File: src/design/aht_pkg.sv
package aht_pkg;

    localparam int RING_DEPTH = 3;
    localparam int SLOT_W     = 2;
    localparam int FILL_W     = 2;
    localparam int TEMP_W     = 12;
    localparam int HYST_W     = 9;
    localparam int SUM_W      = 14;
    localparam int NUM_W      = 14;
    localparam int DIV_W      = 3;
    localparam int CNT_W      = 4;
    localparam int CFG_IDX_W  = 1;
    localparam int CFG_DATA_W = 12;

    localparam logic [CNT_W-1:0] DIV_LAST_STEP = CNT_W'(NUM_W - 1);

    localparam logic [CFG_IDX_W-1:0] REG_SETPOINT   = 1'b0;
    localparam logic [CFG_IDX_W-1:0] REG_HYSTERESIS = 1'b1;

    localparam logic signed [TEMP_W-1:0] SETPOINT_RST   = 12'sd350;
    localparam logic [HYST_W-1:0]        HYSTERESIS_RST = 9'd20;

    typedef enum logic [1:0] {
        FAN_NO_CHANGE    = 2'd0,
        FAN_SWITCHED_ON  = 2'd1,
        FAN_SWITCHED_OFF = 2'd2
    } fan_event_t;

    typedef struct packed {
        logic signed [TEMP_W-1:0] sample_tenths;
        logic                     sample_valid;
    } in_item_t;

    typedef struct packed {
        logic signed [TEMP_W-1:0] average_tenths;
        logic                     average_valid;
        logic                     fan_on;
        fan_event_t               fan_event;
    } out_item_t;

    typedef struct packed {
        logic load;
        logic sum;
        logic div_step;
        logic finish;
    } ctrl_cmd_t;

    typedef struct packed {
        logic item_valid;
        logic div_last;
    } dp_status_t;

endpackage

File: src/design/aht_ctrl.sv
module aht_ctrl (
    input  logic                aclk,
    input  logic                aresetn,
    input  logic                s_valid,
    output logic                s_ready,
    output logic                m_valid,
    input  logic                m_ready,
    output aht_pkg::ctrl_cmd_t  cmd,
    input  aht_pkg::dp_status_t status
);
    import aht_pkg::*;

    typedef enum logic [3:0] {
        ST_IDLE   = 4'b0001,
        ST_SUM    = 4'b0010,
        ST_DIV    = 4'b0100,
        ST_DECIDE = 4'b1000
    } state_t;

    state_t state_reg, state_next;
    logic   m_valid_reg, m_valid_next;
    logic   out_free;

    assign s_ready  = (state_reg == ST_IDLE);
    assign m_valid  = m_valid_reg;
    assign out_free = !m_valid_reg || m_ready;

    always_comb begin
        state_next   = state_reg;
        m_valid_next = m_valid_reg && !m_ready;
        cmd          = '0;
        unique case (state_reg)
            ST_IDLE: begin
                if (s_valid) begin
                    cmd.load   = 1'b1;
                    state_next = ST_SUM;
                end
            end
            ST_SUM: begin
                cmd.sum    = 1'b1;
                state_next = status.item_valid ? ST_DIV : ST_DECIDE;
            end
            ST_DIV: begin
                cmd.div_step = 1'b1;
                if (status.div_last) begin
                    state_next = ST_DECIDE;
                end
            end
            ST_DECIDE: begin
                if (out_free) begin
                    cmd.finish   = 1'b1;
                    m_valid_next = 1'b1;
                    state_next   = ST_IDLE;
                end
            end
            default: state_next = ST_IDLE;
        endcase
    end

    always_ff @(posedge aclk) begin
        if (!aresetn) begin
            state_reg   <= ST_IDLE;
            m_valid_reg <= 1'b0;
        end else begin
            state_reg   <= state_next;
            m_valid_reg <= m_valid_next;
        end
    end

    a_finish_when_free: assert property (@(posedge aclk) disable iff (!aresetn)
        cmd.finish |-> (!m_valid_reg || m_ready))
        else $error("result written over an untaken result");

    a_accept_to_sum: assert property (@(posedge aclk) disable iff (!aresetn)
        (s_valid && s_ready) |=> (state_reg == ST_SUM))
        else $error("accepted item did not start summing");

    a_div_ends: assert property (@(posedge aclk) disable iff (!aresetn)
        (state_reg == ST_DIV && status.div_last) |=> (state_reg == ST_DECIDE))
        else $error("divider did not hand over to decision");

    a_finish_shows: assert property (@(posedge aclk) disable iff (!aresetn)
        cmd.finish |=> m_valid_reg)
        else $error("finished item not presented");

endmodule

File: src/design/aht_datapath.sv
module aht_datapath (
    input  logic                              aclk,
    input  logic                              aresetn,
    input  aht_pkg::in_item_t                 s_item,
    input  logic                              cfg_we,
    input  logic [aht_pkg::CFG_IDX_W-1:0]     cfg_index,
    input  logic [aht_pkg::CFG_DATA_W-1:0]    cfg_wdata,
    input  aht_pkg::ctrl_cmd_t                cmd,
    output aht_pkg::dp_status_t               status,
    output aht_pkg::out_item_t                m_item
);
    import aht_pkg::*;

    logic signed [TEMP_W-1:0] ring_reg [RING_DEPTH];
    logic [SLOT_W-1:0]        slot_reg;
    logic [FILL_W-1:0]        fill_reg;
    logic                     item_valid_reg;
    logic signed [TEMP_W-1:0] setpoint_reg;
    logic [HYST_W-1:0]        hyst_reg;

    logic                     sum_neg_reg;
    logic [NUM_W-1:0]         num_reg;
    logic [DIV_W-1:0]         div_reg;
    logic [DIV_W-1:0]         rem_reg;
    logic [CNT_W-1:0]         cnt_reg;

    logic signed [TEMP_W-1:0] held_reg;
    logic                     held_valid_reg;
    logic                     fan_reg;
    out_item_t                out_reg;

    logic signed [SUM_W-1:0]  sum;
    logic [SUM_W-1:0]         mag;
    logic [NUM_W-1:0]         numer;
    logic [DIV_W:0]           rem_sh;
    logic                     q_bit;
    logic [TEMP_W-1:0]        q_low;
    logic signed [TEMP_W-1:0] avg_new;
    logic signed [TEMP_W-1:0] avg_eff;
    logic                     have_avg;
    logic signed [TEMP_W:0]   avg_ext;
    logic signed [TEMP_W:0]   sp_ext;
    logic signed [TEMP_W:0]   off_level;
    logic                     fan_next;
    fan_event_t               event_next;

    assign status.item_valid = item_valid_reg;
    assign status.div_last   = (cnt_reg == DIV_LAST_STEP);
    assign m_item            = out_reg;

    always_comb begin
        sum = '0;
        for (int i = 0; i < RING_DEPTH; i++) begin
            if (FILL_W'(i) < fill_reg) begin
                sum = sum + SUM_W'(ring_reg[i]);
            end
        end
        mag   = sum[SUM_W-1] ? SUM_W'(-sum) : SUM_W'(sum);
        numer = NUM_W'({mag[SUM_W-2:0], 1'b0}) + NUM_W'(fill_reg);
    end

    assign rem_sh = {rem_reg, num_reg[NUM_W-1]};
    assign q_bit  = (rem_sh >= {1'b0, div_reg});

    always_comb begin
        q_low      = num_reg[TEMP_W-1:0];
        avg_new    = sum_neg_reg ? $signed(-q_low) : $signed(q_low);
        avg_eff    = item_valid_reg ? avg_new : held_reg;
        have_avg   = item_valid_reg || held_valid_reg;
        avg_ext    = {avg_eff[TEMP_W-1], avg_eff};
        sp_ext     = {setpoint_reg[TEMP_W-1], setpoint_reg};
        off_level  = sp_ext - $signed({{(TEMP_W + 1 - HYST_W){1'b0}}, hyst_reg});
        fan_next   = fan_reg;
        event_next = FAN_NO_CHANGE;
        if (have_avg) begin
            if (!fan_reg) begin
                if (avg_ext >= sp_ext) begin
                    fan_next   = 1'b1;
                    event_next = FAN_SWITCHED_ON;
                end
            end else if (avg_ext <= off_level) begin
                fan_next   = 1'b0;
                event_next = FAN_SWITCHED_OFF;
            end
        end
    end

    always_ff @(posedge aclk) begin
        if (!aresetn) begin
            setpoint_reg <= SETPOINT_RST;
            hyst_reg     <= HYSTERESIS_RST;
        end else if (cfg_we) begin
            unique case (cfg_index)
                REG_SETPOINT:   setpoint_reg <= $signed(cfg_wdata[TEMP_W-1:0]);
                REG_HYSTERESIS: hyst_reg     <= cfg_wdata[HYST_W-1:0];
                default: ;
            endcase
        end
    end

    always_ff @(posedge aclk) begin
        if (cmd.load && s_item.sample_valid) begin
            ring_reg[slot_reg] <= s_item.sample_tenths;
        end
    end

    always_ff @(posedge aclk) begin
        if (!aresetn) begin
            slot_reg       <= '0;
            fill_reg       <= '0;
            item_valid_reg <= 1'b0;
            held_valid_reg <= 1'b0;
            fan_reg        <= 1'b0;
            cnt_reg        <= '0;
        end else begin
            if (cmd.load) begin
                item_valid_reg <= s_item.sample_valid;
                if (s_item.sample_valid) begin
                    slot_reg <= (slot_reg == SLOT_W'(RING_DEPTH - 1)) ? '0 : slot_reg + 1'b1;
                    if (fill_reg != FILL_W'(RING_DEPTH)) begin
                        fill_reg <= fill_reg + 1'b1;
                    end
                end
            end
            if (cmd.sum) begin
                cnt_reg <= '0;
            end else if (cmd.div_step) begin
                cnt_reg <= cnt_reg + 1'b1;
            end
            if (cmd.finish) begin
                held_valid_reg <= have_avg;
                fan_reg        <= fan_next;
            end
        end
    end

    always_ff @(posedge aclk) begin
        if (cmd.sum) begin
            sum_neg_reg <= sum[SUM_W-1];
            num_reg     <= numer;
            div_reg     <= {fill_reg, 1'b0};
            rem_reg     <= '0;
        end else if (cmd.div_step) begin
            rem_reg <= q_bit ? DIV_W'(rem_sh - {1'b0, div_reg}) : rem_sh[DIV_W-1:0];
            num_reg <= {num_reg[NUM_W-2:0], q_bit};
        end
        if (cmd.finish) begin
            held_reg               <= avg_eff;
            out_reg.average_tenths <= have_avg ? avg_eff : '0;
            out_reg.average_valid  <= have_avg;
            out_reg.fan_on         <= fan_next;
            out_reg.fan_event      <= event_next;
        end
    end

    a_fill_bounded: assert property (@(posedge aclk) disable iff (!aresetn)
        fill_reg <= FILL_W'(RING_DEPTH))
        else $error("fill count beyond ring depth");

    a_slot_bounded: assert property (@(posedge aclk) disable iff (!aresetn)
        slot_reg < SLOT_W'(RING_DEPTH))
        else $error("write slot beyond ring depth");

    a_rem_below_div: assert property (@(posedge aclk) disable iff (!aresetn)
        cmd.div_step |=> (rem_reg < div_reg))
        else $error("divider remainder not below divisor");

    a_event_matches_fan: assert property (@(posedge aclk) disable iff (!aresetn)
        cmd.finish |=> ((out_reg.fan_event == FAN_NO_CHANGE)
                        || (out_reg.fan_on == (out_reg.fan_event == FAN_SWITCHED_ON))))
        else $error("fan event disagrees with fan level");

endmodule

File: src/design/averaged_hysteresis_thermostat_core.sv
// Thermostat core: each input item carries a temperature in tenths of a degree and a
// sensor-good flag. A good reading enters a three-deep window; the rounded mean of the
// filled entries (half away from zero) drives a fan comparator that switches on at or
// above the setpoint and off at or below setpoint minus hysteresis. A bad reading
// re-uses the last mean; before any good reading the result reports no average and
// leaves the fan alone. A good reading passes from the accepting edge through the summing
// state, 14 steps of the bit-serial divider that scales by the fill count, and the
// decision state to the result; a bad reading goes from the summing state straight to
// the decision state. The next item can be taken once the previous result is in the
// output register, so the core works on one item at a time; a result left waiting
// holds the core in its decision cycle. Configuration writes are taken at any edge with
// cfg_we high and must only be issued while the core is idle.
module averaged_hysteresis_thermostat_core (
    input  logic                           aclk,
    input  logic                           aresetn,
    input  logic                           s_valid,
    output logic                           s_ready,
    input  aht_pkg::in_item_t              s_item,
    output logic                           m_valid,
    input  logic                           m_ready,
    output aht_pkg::out_item_t             m_item,
    input  logic                           cfg_we,
    input  logic [aht_pkg::CFG_IDX_W-1:0]  cfg_index,
    input  logic [aht_pkg::CFG_DATA_W-1:0] cfg_wdata
);
    import aht_pkg::*;

    ctrl_cmd_t  cmd;
    dp_status_t status;

    aht_ctrl u_ctrl (
        .aclk    (aclk),
        .aresetn (aresetn),
        .s_valid (s_valid),
        .s_ready (s_ready),
        .m_valid (m_valid),
        .m_ready (m_ready),
        .cmd     (cmd),
        .status  (status)
    );

    aht_datapath u_datapath (
        .aclk      (aclk),
        .aresetn   (aresetn),
        .s_item    (s_item),
        .cfg_we    (cfg_we),
        .cfg_index (cfg_index),
        .cfg_wdata (cfg_wdata),
        .cmd       (cmd),
        .status    (status),
        .m_item    (m_item)
    );

endmodule
File: config.mk
export PLATFORM = sky130hd
export DESIGN_NAME = averaged_hysteresis_thermostat_core
export DESIGN_NICKNAME = d
export VERILOG_FILES = /design/src/design/aht_pkg.sv /design/src/design/aht_ctrl.sv /design/src/design/aht_datapath.sv /design/src/design/averaged_hysteresis_thermostat_core.sv
export SDC_FILE = /design/constraint.sdc
export NUM_CORES = 1
export LEC_CHECK = 0
export BUFFER_PORTS_ARGS = -buffer_cell sky130_fd_sc_hd__buf_2
export CAP_MARGIN = 10
export CORE_MARGIN = 10
export CORE_UTILIZATION = 55
export CTS_CLUSTER_SIZE = 30
export DETAILED_ROUTE_END_ITERATION = 8
export MAX_ROUTING_LAYER = met4
export PLACE_DENSITY = 0.77
export SKIP_CTS_REPAIR_TIMING = 1
export SLEW_MARGIN = 10
export SYNTH_ARGS = -nofsm -noshare
export SYNTH_HDL_FRONTEND = slang
export SYNTH_HIERARCHICAL = 1
export SYNTH_SLANG_ARGS = --single-unit
File: constraint.sdc
create_clock -name aclk -period 8.42 [get_ports aclk]
set_clock_uncertainty 0.05 [all_clocks]
set_input_delay 0.842 -clock aclk [delete_from_list [all_inputs] [get_ports aclk]]
set_output_delay 0.842 -clock aclk [all_outputs]
set_load 0.01 [all_outputs]
==> results_dict.tcl, run 1 <==
set metrics [dict create \
    status "complete, no violations" \
    worst-path-max-fanout 14 \
    die-width_um 142 \
    hold_viol 0 \
    syn_avg_cell_area_um2 9.43 \
    drt_wl_total_mm 17.1 \
    place_congestion 0.888 \
    place_inst 1073 \
    clock_latency_ns 0.42 \
    yosys_warnings 6 \
    synth_edf_count 81 \
    setup_viol 0 \
    die_h_um 142 \
    place.port_buffers 48 \
    grt_pass1_vias 6028 \
    io-pin-count 49 \
    clk_path_buf_depth 2 \
    tns_ns 0 \
    ys_seq_elements 121 \
    die_area_mm2 0.0201 \
    maxCapViolCount 0 \
    first_iter_violations 493 \
    whs_endpoint "u_datapath/hyst_reg[3]" \
    clock-sinks 121 \
    ys.flop_type "edfxtp_1" \
    slew_viol_final 0 \
    antenna_cells 0 \
    cts_made_buffers 17 \
    grtUsageTotal_pct 18.0 \
    nNetsFinal 1010 \
    first_pass_iters 7 \
    total_leakage_power_nw 3.87 \
    syn_nets 969 \
    grt_max_degree 38 \
    via_per_inst 5.69 \
    rr_endpoint "u_datapath/num_reg[13]" \
    critical_path_required_ns 8.55 \
    cpPeakStageDelay_ns 0.65 \
    grt_pass1_wl_mm 29.1 \
    crit_arrival_ns 7.45 \
    cpMaxStageDelayCell "xor2_1" \
    irDropWorstVdd_mv 0.179 \
    synthCells 867 \
    cts_tree "yes" \
    grt_overflow 0 \
    synth.distinct_cells 77 \
    fin_area_mm2 0.00916 \
    crit_type "flip-flop to flip-flop" \
    path_clk_slew_ns 0.06 \
    cp-start-kind "flip-flop" \
    ant_nets 0 \
    start_util_pct 56.3 \
    seq_area_frac_synth_pct 39.5 \
    num_vias 6292 \
    clockRootBuffer "clkbuf_16" \
    row_count 44 \
    layout-drive-gt1-share_pct 13.0 \
    drcViolationCount 0 \
    worstHoldPathCells 2 \
    grt_antenna_before_repair 0 \
    hpwl_mm 12.5 \
    syn_to_final_growth_pct 12.1 \
    worst_slew_pin_slew_ns 1.03 \
    r2r_start "u_datapath/fill_reg[1]" \
    rrSetupSlack_ns 1.10 \
    wl_per_cell_um 15.5 \
    rsz0062_at_grt "no" \
    fin_cells 1105 \
    fmax_mhz 137 \
    post-route-min-period_ns 7.32 \
    htree_num_levels 4 \
    post-route-period-util_pct 86.9 \
    core_mm2 0.0145 \
    reg2reg_depth 27 \
    slew_headroom_pct 30.6 \
    async_flop_share_pct 0 \
    placed_cell_area_mm2 0.00857 \
    netlist_area_mm2 0.00818 \
    hp-start "u_datapath/hyst_reg[3]" \
    p_per_area_mw_per_mm2 186 \
    crit_path_end_kind "flip-flop" \
    min_path_type "flip-flop to flip-flop" \
    largest_reg_flops 36 \
]
## layout make-up
cell class	count	area, um^2
timing repair buffer	54	285
inverter	62	233
clock inverter	15	165
tap	184	230
sequential	121	3230
clock buffer	17	425
fill	1188	5370
multi-input combinational	652	4590
## placed cells by master (no fill, tap or decap), types with 10 or more instances in the layout
master     Yosys  routed
mux2i_1       12      12
a21boi_0      17      17
edfxtp_1      81      81
a21oi_1       62      62
ha_1          68      68
a21o_1        25      25
and3_1        10      10
buf_2          4      48
xnor2_1       30      30
o211ai_1      14      14
nand2b_1      15      15
clkbuf_16      0      17
o21ai_0       34      34
nor3_1        11      10
nand3_1       16      16
dfxtp_1       40      40
and2_1        26      26
xor2_1        25      25
nor2b_1       25      24
nand2_1       88      88
nor2_1        51      50
inv_1         62      62
## cell families after synthesis
logic type               synth area share [%]
AND/OR/NAND/NOR                          18.1
buffers and inverters                    4.56
XOR/XNOR                                 6.09
flip-flops                               39.5
multiplexers                             2.57
adder cells (fa/ha/maj)                  11.5
AO/OA/AOI/OAI                            17.6
## where the power goes
group	leakage [nW]	internal (mW)	switching [mW]
Clock	0.279	0.440	0.280
Sequential	1.07	0.652	0.0142
Combinational	2.52	0.132	0.182
Total	3.87	1.22	0.476
## per-stage QoR
stage / util, % / setup WS, ns / hold WS, ns / total power [mW]
finish: 63.1 / 1.10 / 0.416 / 1.70
CTS: 63.1 / 1.09 / 0.417 / 1.71
global placement: 59.0 / 1.45 / 0.405 / 0.980
floorplan: - / 1.88 / 0.393 / 0.918
global route: 63.1 / 0.481 / 0.436 / 1.78
detailed placement: 59.0 / 1.15 / 0.410 / 0.986
## cells in the mapped netlist (4+ instances only)
cell / count / share of area, %
or2_2: 6 / 0.46
inv_1: 62 / 2.8
o21a_1: 7 / 0.64
nand2b_1: 15 / 1.1
or4_1: 5 / 0.46
o31ai_1: 4 / 0.37
o21ai_0: 34 / 2.1
a211oi_1: 6 / 0.55
nor3_1: 11 / 0.67
xor2_1: 25 / 2.7
nand3_1: 16 / 0.98
a31oi_1: 5 / 0.38
nor2_1: 51 / 2.3
nor3b_1: 5 / 0.46
mux2_2: 8 / 1.1
nor2b_1: 25 / 1.9
a21o_1: 25 / 2.3
nand2_1: 88 / 4.0
a21boi_0: 17 / 1.6
clkbuf_1: 20 / 0.92
mux2i_1: 12 / 1.5
a31o_2: 4 / 0.43
ha_1: 68 / 10
and3_1: 10 / 0.76
or3_1: 7 / 0.54
and2_1: 26 / 2.0
nand4_1: 6 / 0.46
xnor2_1: 30 / 3.2
buf_1: 5 / 0.23
a21oi_1: 62 / 3.8
dfxtp_1: 40 / 9.8
o211ai_1: 14 / 1.3
edfxtp_1: 81 / 30
buf_2: 4 / 0.24
## critical path: cells and delay by family (launching register included)
kind / cells / cell delay (ns)
AOI/OAI and AO/OA: 8 / 2.00
and+or+nand+nor: 6 / 1.16
buffers and inverters: 4 / 0.70
xor gates and xnor gates: 1 / 0.65
adders and majority gates: 6 / 1.89
muxes: 2 / 0.31
DFF: 1 / 0.32
## worst max path at each step
stage	from	end	cells past startpoint
after floorplan	u_datapath/fill_reg[1]	u_datapath/num_reg[13]	29
after global placement	u_datapath/fill_reg[1]	u_datapath/num_reg[13]	27
after detailed placement	u_datapath/fill_reg[1]	u_datapath/num_reg[13]	27
after CTS	u_datapath/fill_reg[1]	u_datapath/num_reg[13]	27
after global routing	u_datapath/fill_reg[1]	u_datapath/num_reg[13]	27
final	u_datapath/fill_reg[1]	u_datapath/num_reg[13]	27
## metal layers
layer,vias up,wire length (um),share of wire (%),GRT usage (%)
li1,3204,-,-,-
met1,2932,8260,48,23.9
met2,135,7850,46,27.1
met3,21,792,4.6,3.67
met4,0,212,1.2,5.92
met5,-,0,0,-
(Power assumes the default switching activity.)
==> inputs of run 2 (changes only) <==
--- a/config.mk
+++ b/config.mk
@@ -9,8 +9,10 @@
 export CAP_MARGIN = 10
 export CORE_MARGIN = 10
 export CORE_UTILIZATION = 55
+export CTS_CLUSTER_DIAMETER = 200
 export CTS_CLUSTER_SIZE = 30
 export DETAILED_ROUTE_END_ITERATION = 8
+export GPL_TIMING_DRIVEN = 0
 export MAX_ROUTING_LAYER = met4
 export PLACE_DENSITY = 0.77
 export SKIP_CTS_REPAIR_TIMING = 1
==> run 2 against run 1 <==
Compared with the run above:
- via count is 3.3% higher
- global-route usage is 0.97 points higher
- final area is 1.4% higher
- worst hold slack hardly changed
- total power grew 1.7%
- non-clock buffer count grew 28
- count of clock-buffer cells in the layout increased by 1
- register-to-register slack worse by 0.49 ns
- sequential cell count unchanged
- final cell count increased by 2.5%
- sequential power about the same
- largest cell class unchanged
- largest power group unchanged
==> results_dict.tcl, run 2 (synthesis gave the netlist of run 1 again) <==
set metrics [dict create \
    status "complete, no violations" \
    clock-sinks 121 \
    row_count 44 \
    drt_wl_total_mm 18.1 \
    cpPeakStageDelay_ns 0.46 \
    via_per_inst 5.74 \
    io-pin-count 49 \
    crit_type "flip-flop to flip-flop" \
    min_path_type "flip-flop to flip-flop" \
    core_mm2 0.0145 \
    nNetsFinal 1038 \
    total_leakage_power_nw 3.93 \
    path_clk_slew_ns 0.06 \
    start_util_pct 56.3 \
    worstHoldPathCells 2 \
    cts_tree "yes" \
    clk_path_buf_depth 2 \
    final_util_pct 63.9 \
    grt_pass1_wl_mm 30.3 \
    p_int_mw 1.25 \
    p_switching_mw 0.475 \
    clkPwrFrac_pct 42.8 \
    grt_overflow 0 \
    reg2reg_depth 29 \
    die_area_mm2 0.0201 \
    critPathTopFamily "compound AO/OA/AOI/OAI gates" \
    path_depth 29 \
    drcViolationCount 0 \
    first_iter_violations 508 \
    worst-path-max-fanout 14 \
    p_per_area_mw_per_mm2 186 \
    hpwl_mm 13.4 \
    seqPwrFrac_pct 38.4 \
    largest_reg_flops 36 \
    crit_arrival_ns 7.93 \
    clockRootBuffer "clkbuf_16" \
    post-route-period-util_pct 92.8 \
    hold_viol 0 \
    final_cell_mix "nand2_1, edfxtp_1, ha_1, inv_1, a21oi_1" \
    rsz0062_at_grt "no" \
    place_congestion 0.932 \
    irDropWorstVdd_mv 0.252 \
    ant_nets 0 \
    final_common_cell "nand2_1" \
    wl_per_cell_um 16.0 \
    post-route-min-period_ns 7.81 \
    slew_headroom_pct 45.2 \
    num_vias 6499 \
    fill_cells 1204 \
    antenna_cells 0 \
    die_h_um 142 \
    clock_latency_ns 0.43 \
    slew_viol_final 0 \
    crit_buf_inv 6 \
    crit_path_end_kind "flip-flop" \
    die-width_um 142 \
    p_sw_share_pct 27.4 \
    grt_antenna_before_repair 0 \
    first_pass_iters 6 \
    grt_max_degree 32 \
    critical_path_required_ns 8.54 \
    fmax_mhz 128 \
    worst_slew_pin_slew_ns 0.821 \
    fin_area_mm2 0.00929 \
    syn_to_final_growth_pct 13.6 \
    tns_ns 0 \
    place.port_buffers 48 \
    rrSetupSlack_ns 0.61 \
    layout-drive-gt1-share_pct 13.0 \
    cp-start-kind "flip-flop" \
    grtUsageTotal_pct 19.0 \
    cpMaxStageDelayCell "inv_1" \
    cts_made_buffers 17 \
    pwr-share-comb_pct 18.8 \
    placed_cell_area_mm2 0.00869 \
    setup_viol 0 \
    grt_pass1_vias 6288 \
    htree_num_levels 4 \
    maxCapViolCount 0 \
]
==> run 2: cell count changes in the layout (fill, tap and decap cells not counted), sizes merged <==
cell	delta
clkinv	+2
inv	-4
buf	+9
bufinv	+1
clkbuf	+20
==> run 2: area by class of cell <==
cell class	instances	area [um^2]	share of cell area, %
buffer	31	136	1.47
clock buffer	18	429	4.62
clock inverter	14	175	1.88
inverter	62	233	2.50
multi-input combinational	652	4590	49.4
sequential	121	3230	34.8
tap	184	230	2.48
timing repair buffer	51	263	2.83
==> run 2: worst register-to-register path, delay by kind of cell (launching register included) <==
family,cells,cell delay [ns]
buf+inv,6,1.45
mux,2,0.33
flops,1,0.43
simple gates,6,1.16
xor+xnor,1,0.32
compound gates,8,2.05
fa+ha+maj,6,1.78
==> run 2: power groups by stage <==
stage | Combinational [mW] | Sequential (mW) | Clock, mW
5_1_grt | 0.368 | 0.665 | 0.779
3_5_place_dp | 0.318 | 0.676 | 0
2_1_floorplan | 0.246 | 0.672 | 0
4_1_cts | 0.324 | 0.663 | 0.755
3_3_place_gp | 0.310 | 0.675 | 0
6_report | 0.326 | 0.664 | 0.740
==> run 2: path summary, 6_finish.rpt <==
path	from	to
max	u_datapath/fill_reg[1]	u_datapath/num_reg[13]
min	u_datapath/hyst_reg[3]	u_datapath/hyst_reg[3]
max reg2reg	u_datapath/fill_reg[1]	u_datapath/num_reg[13]
min reg2reg	u_datapath/hyst_reg[3]	u_datapath/hyst_reg[3]
==> run 2: metal layers <==
layer	track usage [%]	part of all wire (%)
met5	-	0
met3	4.64	5.1
met2	29.6	47
met1	23.6	46
met4	6.72	1.6
==> run 2: stage by stage <==
stage	std cells	total power, mW	setup slack [ns]	hold slack (ns)
detailed placement	1102	0.994	0.470	0.411
global route	1133	1.81	0.0579	0.443
floorplan	867	0.918	1.88	0.393
CTS	1134	1.74	0.381	0.419
global placement	1099	0.985	0.553	0.404
finish	1133	1.73	0.606	0.416
==> inputs of run 3 (changes only) <==
--- a/config.mk
+++ b/config.mk
@@ -15,6 +15,7 @@
 export GPL_TIMING_DRIVEN = 0
 export MAX_ROUTING_LAYER = met4
 export PLACE_DENSITY = 0.77
+export RECOVER_POWER = 50
 export SKIP_CTS_REPAIR_TIMING = 1
 export SLEW_MARGIN = 10
 export SYNTH_ARGS = -nofsm -noshare
==> run 3 against run 2 <==
Compared with the run above:
- final cell count unchanged
- sequential power about the same
- count of clock-buffer cells in the layout unchanged
- worst hold slack about the same
- clock power about the same
- global-route usage unchanged
==> results_dict.tcl, run 3 (synthesis gave the netlist of run 1 again) <==
set metrics [dict create \
    clk_path_buf_depth 2 \
    worst-path-max-fanout 14 \
    nNetsFinal 1038 \
    p_per_area_mw_per_mm2 187 \
    via_per_inst 5.75 \
    cts_made_buffers 17 \
    clock-sinks 121 \
    row_count 44 \
    start_util_pct 56.3 \
    place.port_buffers 48 \
    setup_viol 0 \
    min_path_type "flip-flop to flip-flop" \
    dp_slack_ns 0.470 \
    irDropWorstVdd_mv 0.253 \
    tns_ns 0 \
    maxCapViolCount 0 \
    core_mm2 0.0145 \
    syn_to_final_growth_pct 12.9 \
    cts_tree "yes" \
    fin_area_mm2 0.00923 \
    fill_cells 1231 \
    status "complete, no violations" \
    layout-drive-gt1-share_pct 9.27 \
    fmax_mhz 128 \
    grt_pass1_wl_mm 30.3 \
    hpwl_mm 13.4 \
    first_pass_iters 7 \
    cp-start-kind "flip-flop" \
    io-pin-count 49 \
    final_util_pct 63.5 \
    grt_max_degree 32 \
    crit_arrival_ns 7.96 \
    htree_num_levels 4 \
    grtUsageTotal_pct 19.0 \
    post-route-period-util_pct 93.1 \
    cpMaxStageDelayCell "inv_1" \
    grt_overflow 0 \
    placed_cell_area_mm2 0.00869 \
    die-width_um 142 \
    die_h_um 142 \
    rsz0062_at_grt "no" \
    grt_antenna_before_repair 0 \
    path_clk_slew_ns 0.06 \
    wl_per_cell_um 16.0 \
    hold_slack_ns 0.416 \
    critical_path_required_ns 8.54 \
    largest_reg_flops 36 \
    reg2reg_depth 29 \
    crit_path_end_kind "flip-flop" \
    worst_slew_pin_slew_ns 0.793 \
    final_common_cell "nand2_1" \
    fin_ws_ns 0.580 \
    slew_headroom_pct 46.3 \
    final_cell_mix "nand2_1, edfxtp_1, ha_1, inv_1, a21oi_1" \
    place_congestion 0.932 \
    first_iter_violations 519 \
    num_vias 6518 \
    clockRootBuffer "clkbuf_16" \
    place_inst 1102 \
    p_total_mw 1.73 \
    drt_wl_total_mm 18.1 \
    fin_cells 1133 \
    slew_viol_final 0 \
    antenna_cells 0 \
    drcViolationCount 0 \
    die_area_mm2 0.0201 \
    grt_pass1_vias 6288 \
    ant_nets 0 \
    cpPeakStageDelay_ns 0.46 \
    clock_latency_ns 0.43 \
    crit_type "flip-flop to flip-flop" \
    worstHoldPathCells 2 \
    total_leakage_power_nw 3.82 \
    hold_viol 0 \
    post-route-min-period_ns 7.84 \
]
==> run 3: cell count changes in the layout (fill, tap and decap cells not counted), sizes merged <==
cell / before / now
buf: 63 / 32
clkbuf: 37 / 68
==> run 3: layout make-up <==
cell class,instances,area (um^2),share of cell area (%)
inverter,62,233,2.52
clock buffer,18,429,4.65
tap,184,230,2.49
clock inverter,14,175,1.90
sequential,121,3230,35.0
timing repair buffer,51,224,2.43
multi-input combinational,652,4570,49.5
buffer,31,136,1.48
==> run 3: path summary, 6_finish.rpt <==
kind	from	slack, ns	to
hold / removal	u_datapath/hyst_reg[5]	0.42	u_datapath/hyst_reg[5]
setup reg to reg	u_datapath/fill_reg[1]	0.58	u_datapath/num_reg[13]
hold reg to reg	u_datapath/hyst_reg[5]	0.42	u_datapath/hyst_reg[5]
setup / recovery	u_datapath/fill_reg[1]	0.58	u_datapath/num_reg[13]
==> run 3: critical path, delay by kind of cell (launching register included) <==
kind,cells,cell delay (ns)
compound gates,8,2.06
simple gates,6,1.15
flops,1,0.43
fa+ha+maj,6,1.77
mux,2,0.33
xor+xnor,1,0.32
buf+inv,6,1.46
==> run 3: layer usage <==
metal | vias up | GRT usage (%) | wire, um
li1 | 3258 | - | -
met1 | 3078 | 23.6 | 8400
met4 | 0 | 6.72 | 255
met3 | 16 | 4.64 | 897
met2 | 166 | 29.6 | 8560
met5 | - | - | 0
==> run 3: power by group <==
part	internal, mW	switching (mW)	total (mW)
clock	0.466	0.274	0.740
combinational	0.135	0.190	0.325
sequential	0.652	0.0114	0.663
